<file path="src/hdl/grey_nibble_pixel_packer_core_defines.svh">
// Assertion macros shared by the grey nibble pixel packer RTL.
// Depends on nothing; included by modules that carry assertions.
`ifndef GREY_NIBBLE_PIXEL_PACKER_CORE_DEFINES_SVH
`define GREY_NIBBLE_PIXEL_PACKER_CORE_DEFINES_SVH

`ifndef SYNTHESIS
// Checked property, ignored while reset is high.
`define GNPP_ASSERT(lbl, clk, rst, prop, msg) \
  lbl: assert property (@(posedge clk) disable iff (rst) prop) else $error(msg);
// Checked property, evaluated during reset as well.
`define GNPP_ASSERT_ALWAYS(lbl, clk, prop, msg) \
  lbl: assert property (@(posedge clk) prop) else $error(msg);
`else
`define GNPP_ASSERT(lbl, clk, rst, prop, msg)
`define GNPP_ASSERT_ALWAYS(lbl, clk, prop, msg)
`endif

`endif

</file>
<file path="src/hdl/gnpp_pkg.sv">
// Package for the grey nibble pixel packer: payload and job types,
// register codes, sizing constants and the pixel conversion functions.
`default_nettype none

package gnpp_pkg;

  localparam int MAX_SEGMENTS = 4;
  localparam int SEGS_W       = $clog2(MAX_SEGMENTS + 1);
  localparam int SEG_IDX_W    = (MAX_SEGMENTS > 1) ? $clog2(MAX_SEGMENTS) : 1;
  localparam int QUEUE_DEPTH  = 2;
  localparam int QPTR_W       = $clog2(QUEUE_DEPTH);
  localparam int QCNT_W       = $clog2(QUEUE_DEPTH + 1);

  localparam int CFG_INDEX_W = 2;
  localparam int CFG_DATA_W  = 3;

  localparam logic [CFG_INDEX_W-1:0] CFG_PIXEL_FORMAT      = 2'd0;
  localparam logic [CFG_INDEX_W-1:0] CFG_SEGMENTS_PER_PIX  = 2'd1;
  localparam logic [CFG_INDEX_W-1:0] CFG_SWAP_BYTES        = 2'd2;

  localparam logic FMT_MONO   = 1'b0;
  localparam logic FMT_RGB565 = 1'b1;

  localparam logic [1:0] LAST_PAIR = 2'd3;

  typedef struct packed {
    logic [15:0] pixel_word;
    logic        row_first;
    logic        row_last;
    logic        start_odd;
  } pix_in_t;

  typedef struct packed {
    logic [7:0] out_byte;
    logic       last_of_run;
  } pix_out_t;

  // One unit of work for the back end: a finished byte, or a mono byte to expand
  typedef struct packed {
    logic              mono;
    logic [7:0]        data;
    logic [SEGS_W-1:0] segs;
  } job_t;

  function automatic logic [3:0] grey_of(input logic [15:0] word, input logic swap);
    logic [15:0] px;
    logic [8:0]  sum;
    px  = swap ? {word[7:0], word[15:8]} : word;
    sum = ({4'b0, px[15:11]} * 9'd3) + ({3'b0, px[10:5]} * 9'd6) + {4'b0, px[4:0]};
    return sum[8:5];
  endfunction

  function automatic logic [7:0] mono_pair(input logic [7:0] byte_in, input logic [1:0] pair);
    logic even_bit;
    logic odd_bit;
    even_bit = byte_in[{pair, 1'b0}];
    odd_bit  = byte_in[{pair, 1'b1}];
    return {(even_bit ? 4'h0 : 4'hF), (odd_bit ? 4'h0 : 4'hF)};
  endfunction

  function automatic logic [SEGS_W-1:0] clamp_segs(input logic [CFG_DATA_W-1:0] raw);
    logic [SEGS_W-1:0] segs;
    if (raw == '0) begin
      segs = SEGS_W'(1);
    end else if (int'(raw) > MAX_SEGMENTS) begin
      segs = SEGS_W'(MAX_SEGMENTS);
    end else begin
      segs = SEGS_W'(raw);
    end
    return segs;
  endfunction

endpackage

`default_nettype wire

</file>
<file path="src/hdl/gnpp_front.sv">
// Front end: configuration registers, input acceptance, grey conversion,
// row pairing state and job generation. Depends on gnpp_pkg.
`default_nettype none

module gnpp_front (
  input  wire logic                            clk,
  input  wire logic                            rst,
  input  wire logic                            cfg_valid,
  output logic                                 cfg_ready,
  input  wire logic [gnpp_pkg::CFG_INDEX_W-1:0] cfg_index,
  input  wire logic [gnpp_pkg::CFG_DATA_W-1:0]  cfg_data,
  input  wire logic                            pixel_valid,
  output logic                                 pixel_stall,
  input  wire gnpp_pkg::pix_in_t               pixel,
  input  wire logic                            q_full,
  output logic                                 q_push,
  output gnpp_pkg::job_t                       q_job
);
  import gnpp_pkg::*;

  logic                  pixel_format;
  logic [CFG_DATA_W-1:0] seg_repeat;
  logic                  swap_bytes;
  logic                  pending_valid;
  logic [3:0]            pending_level;
  logic                  pending_valid_next;
  logic [3:0]            pending_level_next;
  logic                  accept;
  logic [3:0]            grey;

  assign cfg_ready   = 1'b1;
  assign pixel_stall = q_full;
  assign accept      = pixel_valid && !q_full;
  assign grey        = grey_of(pixel.pixel_word, swap_bytes);

  always_ff @(posedge clk) begin
    if (rst) begin
      pixel_format <= FMT_MONO;
      seg_repeat   <= CFG_DATA_W'(1);
      swap_bytes   <= 1'b0;
    end else if (cfg_valid) begin
      unique case (cfg_index)
        CFG_PIXEL_FORMAT:     pixel_format <= cfg_data[0];
        CFG_SEGMENTS_PER_PIX: seg_repeat   <= cfg_data;
        CFG_SWAP_BYTES:       swap_bytes   <= cfg_data[0];
        default: ;
      endcase
    end
  end

  always_comb begin
    pending_valid_next = pending_valid;
    pending_level_next = pending_level;
    q_push             = 1'b0;
    q_job.mono         = 1'b0;
    q_job.data         = 8'h00;
    q_job.segs         = SEGS_W'(1);
    if (accept) begin
      if (pixel_format == FMT_MONO) begin
        q_push     = 1'b1;
        q_job.mono = 1'b1;
        q_job.data = pixel.pixel_word[7:0];
        q_job.segs = clamp_segs(seg_repeat);
      end else if (pixel.row_first && pixel.start_odd) begin
        // odd start: lone grey in the low nibble, drop anything held
        q_push             = 1'b1;
        q_job.data         = {4'h0, grey};
        pending_valid_next = 1'b0;
        pending_level_next = 4'h0;
      end else if (pending_valid && !pixel.row_first) begin
        q_push             = 1'b1;
        q_job.data         = {pending_level, grey};
        pending_valid_next = 1'b0;
        pending_level_next = 4'h0;
      end else if (pixel.row_last) begin
        q_push             = 1'b1;
        q_job.data         = {grey, 4'h0};
        pending_valid_next = 1'b0;
        pending_level_next = 4'h0;
      end else begin
        pending_valid_next = 1'b1;
        pending_level_next = grey;
      end
    end
  end

  always_ff @(posedge clk) begin
    if (rst) begin
      pending_valid <= 1'b0;
      pending_level <= 4'h0;
    end else begin
      pending_valid <= pending_valid_next;
      pending_level <= pending_level_next;
    end
  end

endmodule

`default_nettype wire

</file>
<file path="src/hdl/gnpp_queue.sv">
// Short job queue between the front and back ends.
// Depends on gnpp_pkg for the job type and depth.
`default_nettype none

module gnpp_queue (
  input  wire logic           clk,
  input  wire logic           rst,
  input  wire logic           push,
  input  wire gnpp_pkg::job_t push_job,
  input  wire logic           pop,
  output logic                full,
  output logic                avail,
  output gnpp_pkg::job_t      head
);
  import gnpp_pkg::*;

  job_t              entries [QUEUE_DEPTH];
  logic [QPTR_W-1:0] wr_ptr;
  logic [QPTR_W-1:0] rd_ptr;
  logic [QCNT_W-1:0] count;
  logic              do_push;
  logic              do_pop;

  assign full    = (count == QCNT_W'(QUEUE_DEPTH));
  assign avail   = (count != '0);
  assign head    = entries[rd_ptr];
  assign do_push = push && !full;
  assign do_pop  = pop && avail;

  always_ff @(posedge clk) begin
    if (do_push) begin
      entries[wr_ptr] <= push_job;
    end
  end

  always_ff @(posedge clk) begin
    if (rst) begin
      wr_ptr <= '0;
      rd_ptr <= '0;
      count  <= '0;
    end else begin
      if (do_push) begin
        wr_ptr <= (wr_ptr == QPTR_W'(QUEUE_DEPTH - 1)) ? '0 : wr_ptr + 1'b1;
      end
      if (do_pop) begin
        rd_ptr <= (rd_ptr == QPTR_W'(QUEUE_DEPTH - 1)) ? '0 : rd_ptr + 1'b1;
      end
      case ({do_push, do_pop})
        2'b10:   count <= count + 1'b1;
        2'b01:   count <= count - 1'b1;
        default: count <= count;
      endcase
    end
  end

endmodule

`default_nettype wire

</file>
<file path="src/hdl/gnpp_back.sv">
// Back end: drains jobs from the queue, expands mono bytes into bit-pair
// runs and holds each result in the output register. Depends on gnpp_pkg.
`default_nettype none
`include "grey_nibble_pixel_packer_core_defines.svh"

module gnpp_back (
  input  wire logic           clk,
  input  wire logic           rst,
  input  wire logic           q_avail,
  input  wire gnpp_pkg::job_t q_job,
  output logic                q_pop,
  output logic                result_valid,
  input  wire logic           result_stall,
  output gnpp_pkg::pix_out_t  result
);
  import gnpp_pkg::*;

  logic [1:0]           pair;
  logic [SEG_IDX_W-1:0] seg;
  logic                 advance;
  logic                 emit;
  logic                 seg_end;
  logic                 run_end;
  logic [7:0]           byte_now;

  assign advance  = !result_valid || !result_stall;
  assign emit     = advance && q_avail;
  assign seg_end  = (SEGS_W'(seg) == q_job.segs - 1'b1);
  assign run_end  = !q_job.mono || (seg_end && pair == LAST_PAIR);
  assign q_pop    = emit && run_end;
  assign byte_now = q_job.mono ? mono_pair(q_job.data, pair) : q_job.data;

  always_ff @(posedge clk) begin
    if (rst) begin
      result_valid <= 1'b0;
      pair         <= 2'd0;
      seg          <= '0;
    end else begin
      if (advance) begin
        result_valid <= q_avail;
      end
      if (emit && q_job.mono) begin
        // step the segment repeat, then the bit pair; both wrap at run end
        if (seg_end) begin
          seg  <= '0;
          pair <= pair + 1'b1;
        end else begin
          seg <= seg + 1'b1;
        end
      end
    end
  end

  always_ff @(posedge clk) begin
    if (emit) begin
      result.out_byte    <= byte_now;
      result.last_of_run <= run_end;
    end
  end

  `GNPP_ASSERT(a_seg_in_range, clk, rst, (q_avail && q_job.mono) |-> (SEGS_W'(seg) < q_job.segs), "segment count past repeat limit")
  `GNPP_ASSERT(a_idle_counters, clk, rst, !q_avail |-> (pair == 2'd0 && seg == '0), "run counters not parked between jobs")
  `GNPP_ASSERT(a_last_marks_pop, clk, rst, (emit && run_end) |=> (result_valid && result.last_of_run), "run end not marked on output")
  `GNPP_ASSERT_ALWAYS(a_reset_clears, clk, $past(rst) |-> !result_valid, "output valid after reset")

endmodule

`default_nettype wire

</file>
<file path="src/hdl/grey_nibble_pixel_packer_core.sv">
// Grey nibble pixel packer, top level: ties front end, job queue and back end.
// Depends on gnpp_pkg, gnpp_front, gnpp_queue and gnpp_back.
//
// Usage:
//   pixel channel (pixel_valid / pixel_stall / pixel) carries one input item per
//   transaction. result channel (result_valid / result_stall / result) carries one
//   output byte per transaction, last_of_run marking the final byte of an input.
//   cfg channel (cfg_valid / cfg_ready / cfg_index / cfg_data) writes pixel format
//   (index 0), segment repeat count (1) and byte swap (2); cfg_ready is always
//   high. Write only while idle.
// Data path: an accepted input's job is written into the job queue, and the back end
//   then registers its result in the output register.
// Throughput: RGB565 items flow at one per cycle while the receiver does not stall.
//   A mono item expands into 4 * repeat count output bytes, one per cycle while the
//   receiver does not stall; the input stalls once the two-entry job queue fills behind it.
// Reset (synchronous, rst high): queue emptied, output invalid, pending grey
//   cleared, registers to mono, one segment, no swap.
// Receiver stall: the output byte holds; the queue absorbs up to two jobs, then
//   pixel_stall rises until the receiver takes data again.
`default_nettype none

module grey_nibble_pixel_packer_core (
  input  wire logic                            clk,
  input  wire logic                            rst,
  input  wire logic                            cfg_valid,
  output logic                                 cfg_ready,
  input  wire logic [gnpp_pkg::CFG_INDEX_W-1:0] cfg_index,
  input  wire logic [gnpp_pkg::CFG_DATA_W-1:0]  cfg_data,
  input  wire logic                            pixel_valid,
  output logic                                 pixel_stall,
  input  wire gnpp_pkg::pix_in_t               pixel,
  output logic                                 result_valid,
  input  wire logic                            result_stall,
  output gnpp_pkg::pix_out_t                   result
);
  import gnpp_pkg::*;

  logic q_push;
  logic q_pop;
  logic q_full;
  logic q_avail;
  job_t push_job;
  job_t head_job;

  gnpp_front u_front (
    .clk         (clk),
    .rst         (rst),
    .cfg_valid   (cfg_valid),
    .cfg_ready   (cfg_ready),
    .cfg_index   (cfg_index),
    .cfg_data    (cfg_data),
    .pixel_valid (pixel_valid),
    .pixel_stall (pixel_stall),
    .pixel       (pixel),
    .q_full      (q_full),
    .q_push      (q_push),
    .q_job       (push_job)
  );

  gnpp_queue u_queue (
    .clk      (clk),
    .rst      (rst),
    .push     (q_push),
    .push_job (push_job),
    .pop      (q_pop),
    .full     (q_full),
    .avail    (q_avail),
    .head     (head_job)
  );

  gnpp_back u_back (
    .clk          (clk),
    .rst          (rst),
    .q_avail      (q_avail),
    .q_job        (head_job),
    .q_pop        (q_pop),
    .result_valid (result_valid),
    .result_stall (result_stall),
    .result       (result)
  );

endmodule

`default_nettype wire

</file>
<file path="config.mk">
export PLATFORM = sky130hd
export DESIGN_NAME = grey_nibble_pixel_packer_core
export DESIGN_NICKNAME = d
export VERILOG_FILES = /design/src/hdl/gnpp_pkg.sv /design/src/hdl/gnpp_front.sv /design/src/hdl/gnpp_queue.sv /design/src/hdl/gnpp_back.sv /design/src/hdl/grey_nibble_pixel_packer_core.sv
export VERILOG_INCLUDE_DIRS = /design/src /design/src/hdl
export SDC_FILE = /design/constraint.sdc
export NUM_CORES = 1
export LEC_CHECK = 0
export ABC_AREA = 1
export CORE_MARGIN = 1
export CORE_UTILIZATION = 35
export DETAILED_ROUTE_END_ITERATION = 16
export DONT_BUFFER_PORTS = 1
export GPL_ROUTABILITY_DRIVEN = 1
export PLACE_DENSITY = 0.6
export SLEW_MARGIN = 20
export SYNTH_ARGS = -nofsm -noshare
export SYNTH_HDL_FRONTEND = slang
export SYNTH_HIERARCHICAL = 1
export SYNTH_SLANG_ARGS = --single-unit
</file>
<file path="constraint.sdc">
create_clock -name clk -period 9 [get_ports clk]
set_input_delay 2.25 -clock clk [delete_from_list [all_inputs] [get_ports clk]]
set_output_delay 2.25 -clock clk [all_outputs]
set_load 0.02 [all_outputs]
</file>
# == Word-level counts from Yosys, hierarchy flattened ==
# Memories as Yosys holds them, arrays and structs flattened. A register that Yosys moved wholly into a read port is not among the register bits.
# Cells that the tools add are included.
# totals
ff_bits,28
ramBits,24
in_bits,29
out_inout_bits,12
elab_cells,96
mem_count,1
# op_classes
add_sub_neg,9
multipliers,2
magnitude_cmp,3
eq_ne,7
muxes,36
n_reduce_logical,25
# mem_list
name,depth,width,read_ports,rd_ports_with_merged_regs,wr,line_no,rtl
u_queue.entries,2,12,1,1,1,gnpp_queue.sv:17,job_t entries [QUEUE_DEPTH];
# op_table
op,n
$mux W8,5
$mux W4,5
$mux W1,17
$mux W16,1
$mux W12,1
$reduce_and A2 Y1,5
$add A7 B9 Y9,1
$add A9 B5 Y9,1
$logic_and A1 B1 Y1,9
$mux W3,3
$eq A2 B2 Y1 const B,4
$lt A3 B4 Y1 const B,2
$mul A6 B2 Y8 const B,1
$mul A5 B2 Y7 const B,1
$add A2 B1 Y2 const B,3
$logic_not A1 Y1,5
$bmux W1 S2,2
$eq A2 B1 Y1 const B,2
$pmux W2 S2,1
$reduce_bool A2 Y1,2
$eq A2 B3 Y1,1
$gt A3 B3 Y1 const B,1
$logic_not A3 Y1,1
$sub A3 B1 Y3 const B,1
5 further kinds,7

# == Longest topological paths before layout ==
# Gate-level depths: netlist (run 1).
# logic_depth
depth_word,9
mapped_depth,21
ltp_nobuf,21

# == By module ==
# The synthesis (run 1) kept the hierarchy.
# modules_own_cells
module,n_inst,cells_per_inst,area_per_inst_um2
gnpp_front,1,246,1526.5
gnpp_queue,1,77,1189.9
gnpp_back,1,87,747.0

# == Least setup slack after synthesis (run 1) ==
# Ideal clock, no wire load.
# synth_timing
path_type,input -> register
start,input port pixel[18] (netlist bit)
end,"memory u_queue/entries[0][10] (netlist bit), data pin"
t_arrival_ns,5.186
required_ns,8.744
slack_ns,3.558
path_stages,19
n_path_buf,0
cell_sequence,or2_2 o21ai_0 inv_1 ha_1 a21oi_1 nand2_1 xnor2_1 inv_1 ha_1 ha_1 ha_1 a21oi_1 o21ai_0 a21oi_1 nand3_1 nand3_1 nand2_1 nand2_1 nand2_1
# synth_lines
element,line_no,rtl
from (decl),grey_nibble_pixel_packer_core.sv:31,"input wire gnpp_pkg::pix_in_t pixel,"
to (decl),gnpp_queue.sv:17,

==> flow_summary.yaml, run 1 <==
status:
  outcome: "finished clean"
synthesis:
  synth.yosys.warnings: 6
  syn_inst: 410
  synth_area_leaders: "edfxtp_1, dfxtp_1, nand2_1, inv_1, ha_1"
  avgSynthCellArea_um2: 8.447
  yosysSeqAreaShare_pct: 40.17
  synth_nets: 466
  synth_cell_types: 40
  ys_seq_elements: 53
  synth_top_area_cell: "edfxtp_1"
  syn_area_um2: 3463
  synth_top_area_share_pct: 28.61
layout:
  postLayoutCoreUtil_pct: 39.04
  fill_cells: 958
  drive_above_1_share_pct: 14.08
  layoutNonFillerInstCount: 541
  layout_common_cells: "nand2_1, inv_1, edfxtp_1"
  antenna_cells: 0
  mostFrequentLayoutCell: "nand2_1"
  final_nets: 467
  area_delta_synth_final_pct: 6.142
cts:
  cts.root.buffer_cell: "clkbuf_8"
  numCtsBuffers: 5
  cts_resized: 0
  post_cts_buffers: 0
  clk_pin_slew_ns: 0.10
  clockBufferDepth: 2
  cts_tree: "done"
  insertion_delay_ns: 0.30
  cts_max_level: 2
  clkSinkCount: 53
  hold_buffers: 0
setup_path:
  r2r_start: "u_front/swap_bytes$_SDFFE_PP0P_"
  path_class: "input pin to register"
  worstPathMaxFanout: 5
  r2r_slack_ns: 5.09
  cp-start-kind: "input pin"
  r2r_cells: 19
  rr_endpoint: "u_queue/entries[1][10]$_DFFE_PP_"
  endpoint_kind: "register"
  arrival_ns: 5.45
  required_ns: 9.06
sta:
  fmax_ghz: 0.1854
  slew_headroom_pct: 35.26
  worst_pin_slew_ns: 0.9675
  maxSlewViolCount: 0
  timing.final.crit_share_pct: 59.93
  hold_viol: 0
  fin_tns_setup_ns: 0
  fin_skew_ns: 0.005033
  fin_crit_ns: 5.394
  setup_violations: 0
  setup_ws_ns: 3.606
  rsz0062_at_grt: "false"
detailed_routing:
  drt-total-wl_um: 6465
  drt-wirelength-per-cell_um: 11.95
  wl_met2_um: 3046
  top_layer: "met4"
  wl_met1_um: 3035
  dr.pass1.iters: 4
  ant_nets: 0
  via_per_inst: 4.699
  drt_iter0_drc: 102
  drc: 0
  met3WireLength_um: 252
  vias: 2542
floorplanning:
  rows: 35
  initial_core_util_pct: 36.78
  dieHeight_um: 101.5
  core_um2: 9415
  dieArea_um2: 10300
  die_x_um: 101.5
  ios: 41
place:
  routabilityCongestion: 0.8943
  port_buffers: 0
  post-place-ws_ns: 3.299
  dp_hpwl_um: 5267
  dpl.cell_count: 533
power_and_ir_drop:
  p_per_area_nw_per_um2: 278.8
  finalPower_w: 0.001025
  pwr-share-comb_pct: 45.7
  switchingPower_w: 0.0004326
  power.share.clock_pct: 13.0
  seq_power_share_pct: 41.4
  peakVddDrop_mv: 0.1033
  netSwitchingFraction_pct: 42.22
  p_int_w: 0.0005921
  p_leak_nw: 1.639
run:
  maxCapViolCount: 0
grt:
  grt_overflow: 0
  grt_max_degree: 25
  grt_pass1_wl_um: 10980
  grt_pass1_vias: 2459
  grt_usage_pct: 13.69
  antenna_found_initial: 0
hold_path:
  hold_end: "u_front/pending_level[3]$_SDFFE_PP0P_"
  worstHoldStart: "u_front/pending_level[3]$_SDFFE_PP0P_"
  hold_depth: 2
  holdCritPathClass: "register to register"
## how the worst max path moves through the flow
stage                          from                                to  slack (ns)  cells after the start
after floorplan           pixel[18]  u_queue/entries[0][10]$_DFFE_PP_        3.56                     19
after global placement    pixel[18]  u_queue/entries[0][10]$_DFFE_PP_        3.37                     19
after detailed placement  pixel[18]  u_queue/entries[0][10]$_DFFE_PP_        3.30                     19
after CTS                 pixel[18]  u_queue/entries[1][10]$_DFFE_PP_        3.62                     19
after global routing      pixel[18]  u_queue/entries[0][10]$_DFFE_PP_        3.20                     19
final                     pixel[18]  u_queue/entries[1][10]$_DFFE_PP_        3.61                     19
## synthesized netlist by cell type, drive strengths merged
cell type / instances
nand2: 100
inv: 77
edfxtp: 33
nor2: 29
o21ai: 29
nand3: 22
a21oi: 21
dfxtp: 20
ha: 19
mux2: 12
fa: 8
nor3: 6
buf: 5
or2: 4
xnor2: 4
nand4: 3
a31oi: 2
and2: 2
clkbuf: 2
mux2i: 2
nor4: 2
o211ai: 2
xor2: 2
a21o: 1
a32o: 1
clkinv: 1
conb: 1
## power groups by stage
| stage | sequential, W | clock, W | combinational, W |
|---|---|---|---|
| 3_3_place_gp | 0.000429 | 0 | 0.000460 |
| 2_1_floorplan | 0.000417 | 0 | 0.000401 |
| 3_5_place_dp | 0.000431 | 0 | 0.000467 |
| 6_report | 0.000424 | 0.000133 | 0.000468 |
| 5_1_grt | 0.000434 | 0.000148 | 0.000533 |
| 4_1_cts | 0.000425 | 0.000139 | 0.000469 |
## per-layer routing
layer / vias to the layer above / GRT usage, %
met3: 11 / 3.382
met4: 0 / 4.682
met1: 1169 / 16.36
met5: - / 0
li1: 1321 / -
met2: 41 / 23.97
## worst max-delay path, stage by stage
cell     delay [ns]
or2_2          0.27
o21ai_0        0.15
inv_1          0.13
ha_1           0.35
a21oi_1        0.14
nand2_1        0.10
xnor2_1        0.14
inv_1          0.06
ha_1           0.29
ha_1           0.30
ha_1           0.36
a21oi_1        0.24
o21ai_0        0.10
a21oi_1        0.17
nand3_1        0.14
nand3_1        0.11
nand2_1        0.05
nand2_1        0.05
nand2_1        0.06
## area by class of cell
type	instances	area [um2]	area share, %
multi-input combinational	272	1725	46.94
sequential	53	1391	37.85
inverter	78	300.3	8.169
tap	129	161.4	4.391
clock buffer	5	68.82	1.872
clock inverter	3	21.27	0.5786
timing repair buffer	1	7.507	0.2042
## logic make-up after synthesis
group | count (synthesis) | share of synthesized area [%]
other cells | 1 | 0.1083
simple gates | 168 | 22.18
compound gates | 56 | 8.742
mux | 14 | 5.563
flops | 53 | 40.17
xor+xnor | 6 | 1.734
buf+inv | 85 | 10.01
fa+ha+maj | 27 | 11.49
## through the flow
step | hold slack [ns] | cell area [um2]
floorplan | 0.4303 | 3463
global placement | 0.4465 | 3586
detailed placement | 0.4522 | 3586
CTS | 0.4674 | 3676
global route | 0.4936 | 3676
finish | 0.4686 | 3676
## state kept, by name, indices dropped and copies added, names as in the netlist, named ones only
signal and flops:
u_queue/count 2, u_back/pair 2, u_front/pending_level 4, u_back/seg 2
u_front/seg_repeat 3, u_front/pending_valid 1, u_queue/rd_ptr 1, u_front/pixel_format 1
u_queue/wr_ptr 1, u_queue/entries 24, u_back/result 9, u_front/swap_bytes 1
u_back/result_valid 1
No activity file was read; power rests on OpenSTA's default activity.
==> inputs of run 2 (changes only) <==
- PLACE_DENSITY: 0.6 -> 0.62
- clock period: 9 -> 4.6 ns (I/O delays scaled with it)
==> flow_summary.yaml, run 2 (synthesized netlist as in run 1, its figures left out) <==
cts:
  clkSinkCount: 53
  clk_pin_slew_ns: 0.09
  post_cts_buffers: 0
  cts_tree: "done"
  clockBufferDepth: 2
  cts_max_level: 2
  insertion_delay_ns: 0.30
  numCtsBuffers: 5
  cts.root.buffer_cell: "clkbuf_8"
layout:
  largestRegisters: "u_queue/entries: 24 flops, u_back/result: 9 flops, u_front/pending_level: 4 flops"
  layout_common_cells: "nand2_1, inv_1, edfxtp_1"
  mostFrequentLayoutCell: "nand2_1"
  fill_cells: 940
  multi_input_area_um2: 1729
  largest_reg_flops: 24
  antenna_cells: 0
  seq_area_um2: 1391
  drive_above_1_share_pct: 15.14
  regMostFlops: "u_queue/entries"
  area_delta_synth_final_pct: 7.117
  final_nets: 471
  fin_area_um2: 3710
floorplanning:
  core_um2: 9415
  initial_core_util_pct: 36.78
  dieHeight_um: 101.5
  ios: 41
  rows: 35
  die_x_um: 101.5
  dieArea_um2: 10300
setup_path:
  endpoint_kind: "register"
  worstPathMaxFanout: 5
  crit_path_top_delay_cell: "ha_1"
  r2r_slack_ns: 0.71
  cp-start-kind: "input pin"
  arrival_ns: 4.30
  required_ns: 4.65
  path_cells: "or2_2, o21ai_0, inv_1, ha_1, a21oi_1, nand2_1, xnor2_1, inv_1, ha_1, ha_1, ha_1, a21oi_2, o21ai_0, a21oi_1, nand3_1, nand3_1, nand2_1, nand2_1, nand2_1"
  path_class: "input pin to register"
  slowest_delay_ns: 0.37
power_and_ir_drop:
  peakVddDrop_mv: 0.1932
  p_per_area_nw_per_um2: 543.8
  seq_power_share_pct: 41.2
  netSwitchingFraction_pct: 42.20
  switchingPower_w: 0.0008513
  pwr-share-comb_pct: 45.8
  p_int_w: 0.001166
  power.share.clock_pct: 13.0
  p_leak_nw: 1.659
run:
  maxCapViolCount: 0
grt:
  use_met2_pct: 23.55
  grt_pass1_vias: 2419
  grtUsageMet1_pct: 17.33
  grt_pass1_wl_um: 11030
  grt_util_met3_pct: 2.830
  grt_max_degree: 25
  grt_usage_pct: 13.66
  grt_overflow: 0
  antenna_found_initial: 0
  grt_busiest_layer: "met2"
sta:
  fin_skew_ns: 0.01277
  setup_ws_ns: 0.3496
  rsz0062_at_grt: "false"
  fmax_ghz: 0.2353
  fin_tns_setup_ns: 0
  worst_pin_slew_ns: 0.6965
  finalHoldWorstSlack_ns: 0.4644
  slew_headroom_pct: 53.51
  fin_crit_ns: 4.250
  setup_violations: 0
  timing.final.crit_share_pct: 92.40
  hold_viol: 0
  maxSlewViolCount: 0
detailed_routing:
  via_per_inst: 4.686
  vias: 2554
  ant_nets: 0
  drt-wirelength-per-cell_um: 12.23
  drt-total-wl_um: 6668
  drc: 0
  drt_iter0_drc: 81
  dr.pass1.iters: 4
status:
  outcome: "finished clean"
hold_path:
  holdCritPathClass: "register to register"
place:
  placed_cell_area_um2: 3616
  dp_hpwl_um: 5442
  post-place-ws_ns: -0.006431
  port_buffers: 0
  routabilityCongestion: 0.8901
==> run 2: changes by cell type in the layout (fill, tap and decap cells not counted) <==
cell	before	now
a21oi_1	21	20
a21oi_2	0	1
buf_4	1	5
==> run 2: path summary, 6_finish.rpt <==
kind | start | end | depth (start not counted)
setup / recovery | pixel[18] | u_queue/entries[0][10]$_DFFE_PP_ | 19
hold / removal | u_front/pending_level[2]$_SDFFE_PP0P_ | u_front/pending_level[2]$_SDFFE_PP0P_ | 2
setup reg to reg | u_front/swap_bytes$_SDFFE_PP0P_ | u_queue/entries[0][10]$_DFFE_PP_ | 20
hold reg to reg | u_front/pending_level[2]$_SDFFE_PP0P_ | u_front/pending_level[2]$_SDFFE_PP0P_ | 2
==> run 2: timing repair <==
item,4_1_cts,5_1_grt
hold buffers,0,0
gates resized for setup,0,1
endpoints found under the setup margin,0,2
hold endpoints to repair,0,0
==> run 2: cell type report <==
type | instances | share of cell area [%]
clock buffers | 5 | 1.855
inverters | 78 | 8.094
repair buffers | 5 | 1.012
clock inverters | 3 | 0.5734
well taps | 129 | 4.351
multi-input cells | 272 | 46.61
flip-flops and latches | 53 | 37.50
==> run 2: power groups by stage <==
stage | registers [W] | logic [W] | clock network [W]
floorplan | 0.000816 | 0.000785 | 0
global placement | 0.000839 | 0.000907 | 0
detailed placement | 0.000844 | 0.000921 | 0
CTS | 0.000833 | 0.000924 | 0.000271
global route | 0.000850 | 0.00107 | 0.000288
finish | 0.000831 | 0.000924 | 0.000262
==> run 2: through the flow <==
stage	cells	power, W	util, %
2_1_floorplan	410	0.001601	-
3_3_place_gp	537	0.001746	38.41
3_5_place_dp	537	0.001765	38.41
4_1_cts	545	0.002028	39.36
5_1_grt	545	0.002207	39.40
6_report	545	0.002018	39.40
==> run 2: critical path: cells and delay by family <==
kind            cells  cell delay (ns)
xor+xnor            1             0.13
compound gates      5             0.75
fa+ha+maj           4             1.30
simple gates        7             0.78
buf+inv             2             0.18
==> run 2: per-layer routing <==
layer  part of all wire [%]  vias up
li1                       -     1324
met1                     48     1170
met2                     48       52
met3                    3.3        8
met4                    1.5        0
met5                      0        -
